[config.mk]
export PLATFORM = sky130hd
export DESIGN_NAME = radar_frame_deframer
export DESIGN_NICKNAME = d
export VERILOG_FILES = /design/src/rtl/rfd_pkg.sv /design/src/rtl/radar_frame_deframer.sv /design/src/rtl/rfd_window.sv /design/src/rtl/rfd_decode.sv
export SDC_FILE = /design/constraint.sdc
export NUM_CORES = 1
export LEC_CHECK = 0
export BUFFER_PORTS_ARGS = -buffer_cell sky130_fd_sc_hd__buf_2
export CORE_MARGIN = 4
export CORE_UTILIZATION = 40
export CTS_CLUSTER_SIZE = 25
export DETAILED_ROUTE_END_ITERATION = 8
export PLACE_DENSITY = 0.59
export SLEW_MARGIN = 20
export SYNTH_ARGS = -nofsm -noshare
export SYNTH_HDL_FRONTEND = slang
export SYNTH_SLANG_ARGS = --single-unit
[constraint.sdc]
create_clock -name aclk -period 12 [get_ports aclk]
set_clock_uncertainty 0.15 [all_clocks]
set_input_delay 0.6 -clock aclk [delete_from_list [all_inputs] [get_ports aclk]]
set_output_delay 0.6 -clock aclk [all_outputs]
set_load 0.005 [all_outputs]
[src/rtl/rfd_pkg.sv]
// shared types and constants for the radar frame deframer
`default_nettype none

package rfd_pkg;

    localparam int unsigned FRAME_LEN = 15;
    localparam int unsigned WIN_DEPTH = FRAME_LEN - 1;
    localparam int unsigned FILL_W    = $clog2(FRAME_LEN);

    localparam logic [7:0] HDR_BYTE0 = 8'hAA;
    localparam logic [7:0] HDR_BYTE1 = 8'h55;
    localparam logic [7:0] FTR_BYTE0 = 8'h0D;
    localparam logic [7:0] FTR_BYTE1 = 8'h0A;
    localparam logic [7:0] FLAG_ON   = 8'h01;

    localparam logic [11:0] DIST_STEP = 12'd15;

    localparam logic [FILL_W-1:0] FILL_FULL = FILL_W'(WIN_DEPTH);

    // payload bytes of a matched frame
    typedef struct packed {
        logic [7:0] mag_hi;    // frame byte 8
        logic [7:0] mag_lo;    // frame byte 7
        logic [7:0] motion;    // frame byte 6
        logic [7:0] dist_code; // frame byte 5
        logic [7:0] heart;     // frame byte 4
        logic [7:0] resp;      // frame byte 3
        logic [7:0] presence;  // frame byte 2
    } rfd_frame_t;

    // decoded record, presence in the lowest bit
    typedef struct packed {
        logic [5:0]  pad;
        logic [15:0] motion_magnitude;
        logic        motion;
        logic [11:0] distance_high;
        logic [11:0] distance_low;
        logic [7:0]  distance_code;
        logic [7:0]  pulse_rate;
        logic [7:0]  breath_rate;
        logic        presence;
    } rfd_rec_t;

endpackage

`default_nettype wire

[src/rtl/radar_frame_deframer.sv]
// top level: byte input register, window match and decode, record output register
// the footer beat passes the input register; its match then loads the record register
// throughput: one byte beat per cycle while the record register is free or being drained
// set by the single pass from the input register through window match and decode
// reset: synchronous active-low aresetn empties the window count and both valid flags
// window contents are not cleared; the fill count masks stale bytes
`default_nettype none

module radar_frame_deframer
    import rfd_pkg::*;
(
    input  wire logic        aclk,
    input  wire logic        aresetn,
    // byte stream in
    input  wire logic        s_tvalid,
    output logic             s_tready,
    input  wire logic [7:0]  s_tdata,   // [7:0] rx_byte
    // decoded records out
    output logic             m_tvalid,
    input  wire logic        m_tready,
    // [0] presence, [8:1] breath_rate, [16:9] pulse_rate, [24:17] distance_code,
    // [36:25] distance_low, [48:37] distance_high, [49] motion,
    // [65:50] motion_magnitude, [71:66] zero
    output logic [71:0]      m_tdata
);

    // input register
    logic       in_vld_reg;
    logic [7:0] in_byte_reg;

    // record register
    logic       out_vld_reg;
    rfd_rec_t   rec_reg;

    logic       advance;
    logic       hit;
    rfd_frame_t frame;
    rfd_rec_t   rec;

    // a held byte moves on when the record register can take a possible result
    assign advance  = in_vld_reg && (!out_vld_reg || m_tready);
    assign s_tready = !in_vld_reg || advance;

    rfd_window u_window (
        .aclk     (aclk),
        .aresetn  (aresetn),
        .shift_en (advance),
        .byte_in  (in_byte_reg),
        .hit      (hit),
        .frame    (frame)
    );

    rfd_decode u_decode (
        .frame (frame),
        .rec   (rec)
    );

    // input stage control
    always_ff @(posedge aclk) begin
        if (!aresetn) begin
            in_vld_reg <= 1'b0;
        end else if (s_tready) begin
            in_vld_reg <= s_tvalid;
        end
    end

    // input stage payload, no reset
    always_ff @(posedge aclk) begin
        if (s_tvalid && s_tready) begin
            in_byte_reg <= s_tdata;
        end
    end

    // output stage control: load on a match, drop when the beat is taken
    always_ff @(posedge aclk) begin
        if (!aresetn) begin
            out_vld_reg <= 1'b0;
        end else if (advance) begin
            out_vld_reg <= hit;
        end else if (m_tready) begin
            out_vld_reg <= 1'b0;
        end
    end

    // output stage payload
    always_ff @(posedge aclk) begin
        if (hit) begin
            rec_reg <= rec;
        end
    end

    assign m_tvalid = out_vld_reg;
    assign m_tdata  = rec_reg;

endmodule

`default_nettype wire

[src/rtl/rfd_window.sv]
// sliding byte window with fill count and header and footer match
`default_nettype none

module rfd_window
    import rfd_pkg::*;
(
    input  wire logic       aclk,
    input  wire logic       aresetn,
    input  wire logic       shift_en,
    input  wire logic [7:0] byte_in,
    output logic            hit,
    output rfd_frame_t      frame
);

    // newest byte enters at the top; when full, offset 0 is the oldest
    logic [7:0]        sr_reg [WIN_DEPTH];
    logic [FILL_W-1:0] fill_reg;
    logic [FILL_W-1:0] fill_next;
    logic              full;
    logic              match;

    assign full  = (fill_reg == FILL_FULL);
    assign match = (sr_reg[0] == HDR_BYTE0) && (sr_reg[1] == HDR_BYTE1) &&
                   (sr_reg[WIN_DEPTH-1] == FTR_BYTE0) && (byte_in == FTR_BYTE1);
    assign hit   = shift_en && full && match;

    assign frame.presence  = sr_reg[2];
    assign frame.resp      = sr_reg[3];
    assign frame.heart     = sr_reg[4];
    assign frame.dist_code = sr_reg[5];
    assign frame.motion    = sr_reg[6];
    assign frame.mag_lo    = sr_reg[7];
    assign frame.mag_hi    = sr_reg[8];

    always_comb begin
        fill_next = fill_reg;
        if (shift_en) begin
            if (full) begin
                if (match) begin
                    fill_next = '0;
                end
            end else begin
                fill_next = fill_reg + FILL_W'(1);
            end
        end
    end

    always_ff @(posedge aclk) begin
        if (!aresetn) begin
            fill_reg <= '0;
        end else begin
            fill_reg <= fill_next;
        end
    end

    always_ff @(posedge aclk) begin
        if (shift_en) begin
            for (int i = 0; i < WIN_DEPTH - 1; i++) begin
                sr_reg[i] <= sr_reg[i+1];
            end
            sr_reg[WIN_DEPTH-1] <= byte_in;
        end
    end

endmodule

`default_nettype wire

[src/rtl/rfd_decode.sv]
// decodes the payload bytes of a matched frame into a record
`default_nettype none

module rfd_decode
    import rfd_pkg::*;
(
    input  rfd_frame_t frame,
    output rfd_rec_t   rec
);

    logic [11:0] dist_hi;

    assign dist_hi = 12'(frame.dist_code) * DIST_STEP;

    always_comb begin
        rec                  = '0;
        rec.presence         = (frame.presence == FLAG_ON);
        rec.breath_rate      = frame.resp;
        rec.pulse_rate       = frame.heart;
        rec.distance_code    = frame.dist_code;
        rec.distance_high    = dist_hi;
        rec.distance_low     = (frame.dist_code != 8'd0) ? (dist_hi - DIST_STEP) : 12'd0;
        rec.motion           = (frame.motion == FLAG_ON);
        rec.motion_magnitude = {frame.mag_hi, frame.mag_lo};
    end

endmodule

`default_nettype wire

==> impl_metrics.csv, run 1 <==
group,metric,value,unit
outcome,status,"complete, no violations",
detailed_routing,vias_per_cell,4.82,
synth,synthTopCellsByCount,"edfxtp_1 (185), ha_1 (20), nor2_1 (20)",
synth,netlist.area_leader.share,0.771,
clocking,insertion_delay,0.42,ns
clocking,cts_tree,"yes",
floorplanning,io_pins,86,
detailed_routing,drtIter0Drc,219,
synth,syn_inst,382,
finish,final_nets,523,
finish,largest_reg_flops,112,
placed_design,port_buffers,79,
floorplanning,die_h,142,um
floorplanning,row_count,48,
timing,rsz0062_at_grt,"no",
finish,insertedDiodeCount,0,
floorplanning,die_area,0.0202,sq mm
synth,synth_most_common_cell,"edfxtp_1",
timing,worst_slew_pin_slew,0.750,ns
critical_path,cpPeakStageDelay,0.59,ns
clocking,clockRootBuffer,"clkbuf_16",
critical_path,cp-end-kind,"flip-flop",
critical_path,crit_type,"flip-flop to flip-flop",
timing,min_period,4.14,ns
finish,final_cell_area,0.00845,sq mm
synth,syn-cell-area,0.00721,sq mm
clocking,cts-resized-gates,0,
placed_design,dp_slack,7.84,ns
finish,fillerInstances,1490,
clocking,cts_max_level,4,
synth,synth_top_area_cell,"edfxtp_1",
detailed_routing,first_pass_iters,5,
detailed_routing,routedWlPerCell,16.1,um
critical_path,startpoint_type,"flip-flop",
synth,ys_types,55,
clocking,cts_hold_buf,0,
clocking,numCtsBuffers,17,
timing,setup_violations,0,
timing,fmax,241,MHz
critical_path,required,12.01,ns
detailed_routing,via_count,3451,
floorplanning,core-area,0.0175,sq mm
clocking,clk_pin_slew,0.07,ns
clocking,cts_sinks,191,
timing,relSlewSlack,0.500,
critical_path,worstPathArrival,4.15,ns
timing,fin_hold_ws,0.201,ns
critical_path,crit_path_top_delay_cell,"or4_4",
worst_hold_path,hold_path.class,"input pin to flip-flop",
global_routing,grt_pass1_wl,18800,um
timing,period_share,0.345,
pwr,peakVddDrop,101,uV
floorplanning,initial_utilization,0.412,
global_routing,track_usage,0.121,
run,maxCapViolCount,0,
synth,yosys-top-cells-area,"edfxtp_1 (77%), fa_1 (3.6%), ha_1 (3.5%), dfxtp_1 (1.7%), nor2_1 (1.0%)",
placed_design,hpwl,7710,um
placed_design,placed_area,0.00786,sq mm
pwr,power_leakage,3.01,nW
global_routing,grt_overflow_total,0,
synth,synth_ff_type,"edfxtp_1",
pwr,cellPowerDensity,153,mW/mm^2
critical_path,critPathMaxFanout,11,
clocking,clk_path_buf_depth,2,
global_routing,grt_max_degree,63,
global_routing,antenna_found_initial,0,
synth,async_reset_ff_frac,0,
timing,drv_slew,0,
synth,ys_seq_area_frac,0.788,
timing,setup_slack,7.86,ns
placed_design,finalWeightedCongestion,0.788,
finish,drive_gt1_frac,0.263,
synth,avgSynthCellArea,18.9,sq um
synth,synth_seq_cells,191,
finish,syn_to_final_growth,17.2,%
timing,fin_setup_tns,0,ns
finish,fin_util,0.483,
detailed_routing,ant_nets,0,
floorplanning,die_w,142,um
detailed_routing,drc,0,
synth,synth-edff-count,185,
timing,finalHoldViolations,0,
detailed_routing,routed_wl,11500,um
synth,yosys_warnings,0,
global_routing,grt_pass1_vias,3469,
critical_path,crit_chain,"inv_1, fa_1, fa_1, inv_1, ha_1, nor3b_1, a31oi_1, o2111ai_2, or4_4, o311ai_0, a21oi_1",
clocking,post_cts_buffers,0,
power breakdown:
part | switching (mW) | internal (mW) | total, mW
combinational | 0.00947 | 0.00268 | 0.0122
clock | 0.242 | 0.311 | 0.552
sequential | 0.00203 | 0.730 | 0.732
cells by family after synthesis:
| group | synth area share |
|---|---|
| other | 0.000520 |
| AO/OA/AOI/OAI | 0.0431 |
| adder cells (fa/ha/maj) | 0.0708 |
| buffers and inverters | 0.0203 |
| multiplexers | 0.00417 |
| flip-flops | 0.788 |
| AND/OR/NAND/NOR | 0.0615 |
| XOR/XNOR | 0.0122 |
layout by cell type (no fill, tap or decap), types with 2 or more instances in the layout:
master | synthesis | routed
nor2_1 | 20 | 20
a21o_2 | 2 | 2
nor4b_1 | 3 | 3
nand3_1 | 4 | 4
nor4_1 | 3 | 3
and4_1 | 2 | 2
clkinv_4 | 0 | 4
nor4bb_1 | 4 | 4
nand2b_1 | 2 | 2
nor2b_1 | 4 | 4
nand2_1 | 4 | 4
xor2_1 | 6 | 6
and2_1 | 2 | 2
buf_2 | 0 | 79
ha_1 | 20 | 20
clkbuf_16 | 0 | 17
or3_1 | 3 | 3
dfxtp_1 | 6 | 6
a21oi_1 | 10 | 10
inv_1 | 19 | 18
nor3b_1 | 3 | 2
a31o_2 | 3 | 3
buf_4 | 8 | 3
mux2i_1 | 3 | 3
bufinv_16 | 0 | 2
inv_8 | 0 | 2
edfxtp_1 | 185 | 185
o21a_1 | 2 | 2
o21ai_0 | 10 | 10
or2_2 | 2 | 2
fa_1 | 13 | 13
and4b_1 | 2 | 2
conb_1 | 1 | 6
nand4_1 | 5 | 5
xnor2_1 | 4 | 4
a21boi_0 | 2 | 2
a31oi_1 | 2 | 2
clkinvlp_4 | 0 | 4
worst paths after layout:
kind,to,slack (ns),startpoint,depth (start not counted)
hold reg to reg,u_window.sr_reg[1][28],0.27,u_window.sr_reg[1][36],0
setup reg to reg,m_tdata[35],7.86,u_window.sr_reg[0][45],11
setup / recovery,m_tdata[35],7.86,u_window.sr_reg[0][45],11
hold / removal,in_byte_reg[3],0.20,s_tdata[3],1
per-layer routing:
metal  vias up  wire length (um)  global-route usage
met5         -                 0                   0
li1       1649                 -                   -
met4         0                98              0.0394
met1      1688              5450               0.167
met3        14               703              0.0403
met2       100              5290               0.183
final cells by class:
cell class                      instances  area, sq um  area share
Timing Repair Buffer                   82          418      0.0495
Sequential cell                       191         5680       0.672
Tap cell                              225          282      0.0333
Multi-Input combinational cell        167         1410       0.167
Inverter                               19         73.8     0.00874
Clock inverter                         14          160      0.0190
Clock buffer                           18          429      0.0508
critical path, delay by kind of cell (launching register included):
kind / cells / cell delay [ns]
simple gates: 2 / 0.78
flops: 1 / 0.47
fa+ha+maj: 3 / 1.41
compound gates: 4 / 0.78
buf+inv: 2 / 0.30
stage by stage:
step           instances  power [mW]
2_1_floorplan        387       0.756
3_3_place_gp         684       0.758
3_5_place_dp         684       0.759
4_1_cts              716        1.31
5_1_grt              716        1.35
6_report             716        1.30
Power figures use the tool's default switching activity.
==> inputs of run 2 (changes only) <==
PLACE_DENSITY = 0.62   (was 0.59)
clock period = 3.7 ns   (was 12 ns; I/O delays follow)
==> impl_metrics.csv, run 2 (same netlist as run 1, synthesis figures left out) <==
group,metric,value,unit
outcome,status,"finished, violations left",
outcome,violations,"setup timing",
timing,fin_hold_ws,0.267,ns
finish,layout_commonest_cell,"edfxtp_1",
finish,fillerInstances,1438,
finish,final_nets,568,
critical_path,startpoint_type,"flip-flop",
pwr,combPwrFrac,0.012,
timing,fmax,268,MHz
critical_path,cpPeakStageDelay,0.64,ns
pwr,p_int,3.41,mW
floorplanning,io_pins,86,
finish,layout_common_cells,"edfxtp_1 (185), buf_2 (79), buf_4 (34)",
floorplanning,die_h,142,um
finish,drive_gt1_frac,0.338,
finish,insertedDiodeCount,0,
clocking,clk_path_buf_depth,2,
placed_design,port_buffers,79,
timing,setup_slack,-0.0335,ns
critical_path,worstPathArrival,3.75,ns
clocking,clk_pin_slew,0.07,ns
timing,setup_violations,2,
global_routing,grt_pass1_wl,19000,um
floorplanning,die_area,0.0202,sq mm
global_routing,grt_overflow_total,0,
pwr,power_leakage,3.26,nW
pwr,swShare,0.204,
timing,period_share,1.01,
run,maxCapViolCount,0,
critical_path,cp-end-kind,"flip-flop",
worst_hold_path,hold_path.class,"flip-flop to flip-flop",
pwr,p_seq_frac,0.553,
critical_path,path_buf_inv,0,
critical_path,path_delay_family,"adder cells",
detailed_routing,vias_per_cell,4.80,
timing,finalHoldViolations,0,
floorplanning,initial_utilization,0.412,
detailed_routing,via_count,3652,
placed_design,hpwl,7840,um
finish,final_cell_area,0.00898,sq mm
floorplanning,die_w,142,um
clocking,clockRootBuffer,"clkbuf_16",
clocking,cts_max_level,4,
finish,layoutNonFillerInstCount,761,
finish,syn_to_final_growth,24.6,%
timing,fin_setup_tns,-0.0474,ns
detailed_routing,drc,0,
critical_path,required,3.72,ns
finish,largest_reg_flops,112,
detailed_routing,first_pass_iters,4,
clocking,cts_sinks,191,
pwr,totalPowerFinal,4.29,mW
pwr,pwr-share-clk,0.435,
placed_design,finalWeightedCongestion,0.808,
floorplanning,core-area,0.0175,sq mm
clocking,cts_tree,"yes",
global_routing,track_usage,0.124,
timing,worst_slew_pin_slew,0.696,ns
critical_path,critPathMaxFanout,4,
timing,min_period,3.73,ns
detailed_routing,routedWlPerCell,15.7,um
detailed_routing,routed_wl,12000,um
pwr,p_switching,0.875,mW
critical_path,crit_chain,"fa_2, fa_2, fa_2, a21o_2, a21oi_4, xnor2_2, or4_4, o311ai_1, a21oi_1",
floorplanning,row_count,48,
critical_path,crit_type,"flip-flop to flip-flop",
critical_path,crit_top_cell,"fa_2",
detailed_routing,ant_nets,0,
timing,rsz0062_at_grt,"yes",
placed_design,placed_area,0.00806,sq mm
pwr,cellPowerDensity,478,mW/mm^2
clocking,numCtsBuffers,17,
timing,relSlewSlack,0.536,
critical_path,crit_path_top_delay_cell,"fa_2",
detailed_routing,drtIter0Drc,254,
global_routing,antenna_found_initial,2,
global_routing,grt_pass1_vias,3607,
timing,drv_slew,0,
global_routing,grt_max_degree,61,
placed_design,dp_cells,707,
pwr,peakVddDrop,352,uV
clocking,insertion_delay,0.43,ns
[run 2: cell type report]
cell class	count	area [sq um]	area share
clock buffers	17	425	0.0474
inverters	19	73.8	0.00822
well taps	225	282	0.0314
flip-flops and latches	191	5680	0.632
clock inverters	15	196	0.0219
repair buffers	127	792	0.0882
multi-input cells	167	1530	0.171
[run 2: timing repair]
item                                    CTS  global route
pin swaps                                 9             8
setup buffers                             7             2
endpoints found under the hold margin    14             0
hold buffers                             13             0
resized for setup                        12             9
endpoints found under the setup margin    4             5
[run 2: path summary, 6_finish.rpt]
check	startpoint	end	slack, ns	cells after the start
setup / recovery	u_window.sr_reg[0][41]	m_tdata[35]	-0.03	9
hold / removal	u_window.sr_reg[1][26]	u_window.sr_reg[1][18]	0.27	0
setup reg to reg	u_window.sr_reg[0][41]	m_tdata[35]	-0.03	9
hold reg to reg	u_window.sr_reg[1][26]	u_window.sr_reg[1][18]	0.27	0
[run 2: layer usage]
| metal | wire (um) | global-route usage |
|---|---|---|
| met5 | 13 | 0 |
| met4 | 245 | 0.0551 |
| met3 | 747 | 0.0363 |
| met2 | 5650 | 0.192 |
| met1 | 5310 | 0.164 |
[run 2: through the flow]
stage / setup slack [ns] / utilization
floorplan: -0.00541 / -
global placement: -0.0950 / 0.461
detailed placement: -0.176 / 0.461
CTS: 0.0111 / 0.510
global route: -0.148 / 0.514
finish: -0.0335 / 0.514
[run 2: power by group through the flow]
| stage | clock (mW) | combinational (mW) | sequential, mW |
|---|---|---|---|
| 2_1_floorplan | 0 | 0.0315 | 2.42 |
| 3_3_place_gp | 0 | 0.0402 | 2.42 |
| 3_5_place_dp | 0 | 0.0425 | 2.42 |
| 4_1_cts | 1.91 | 0.0518 | 2.37 |
| 5_1_grt | 2.02 | 0.0583 | 2.37 |
| 6_report | 1.87 | 0.0521 | 2.37 |
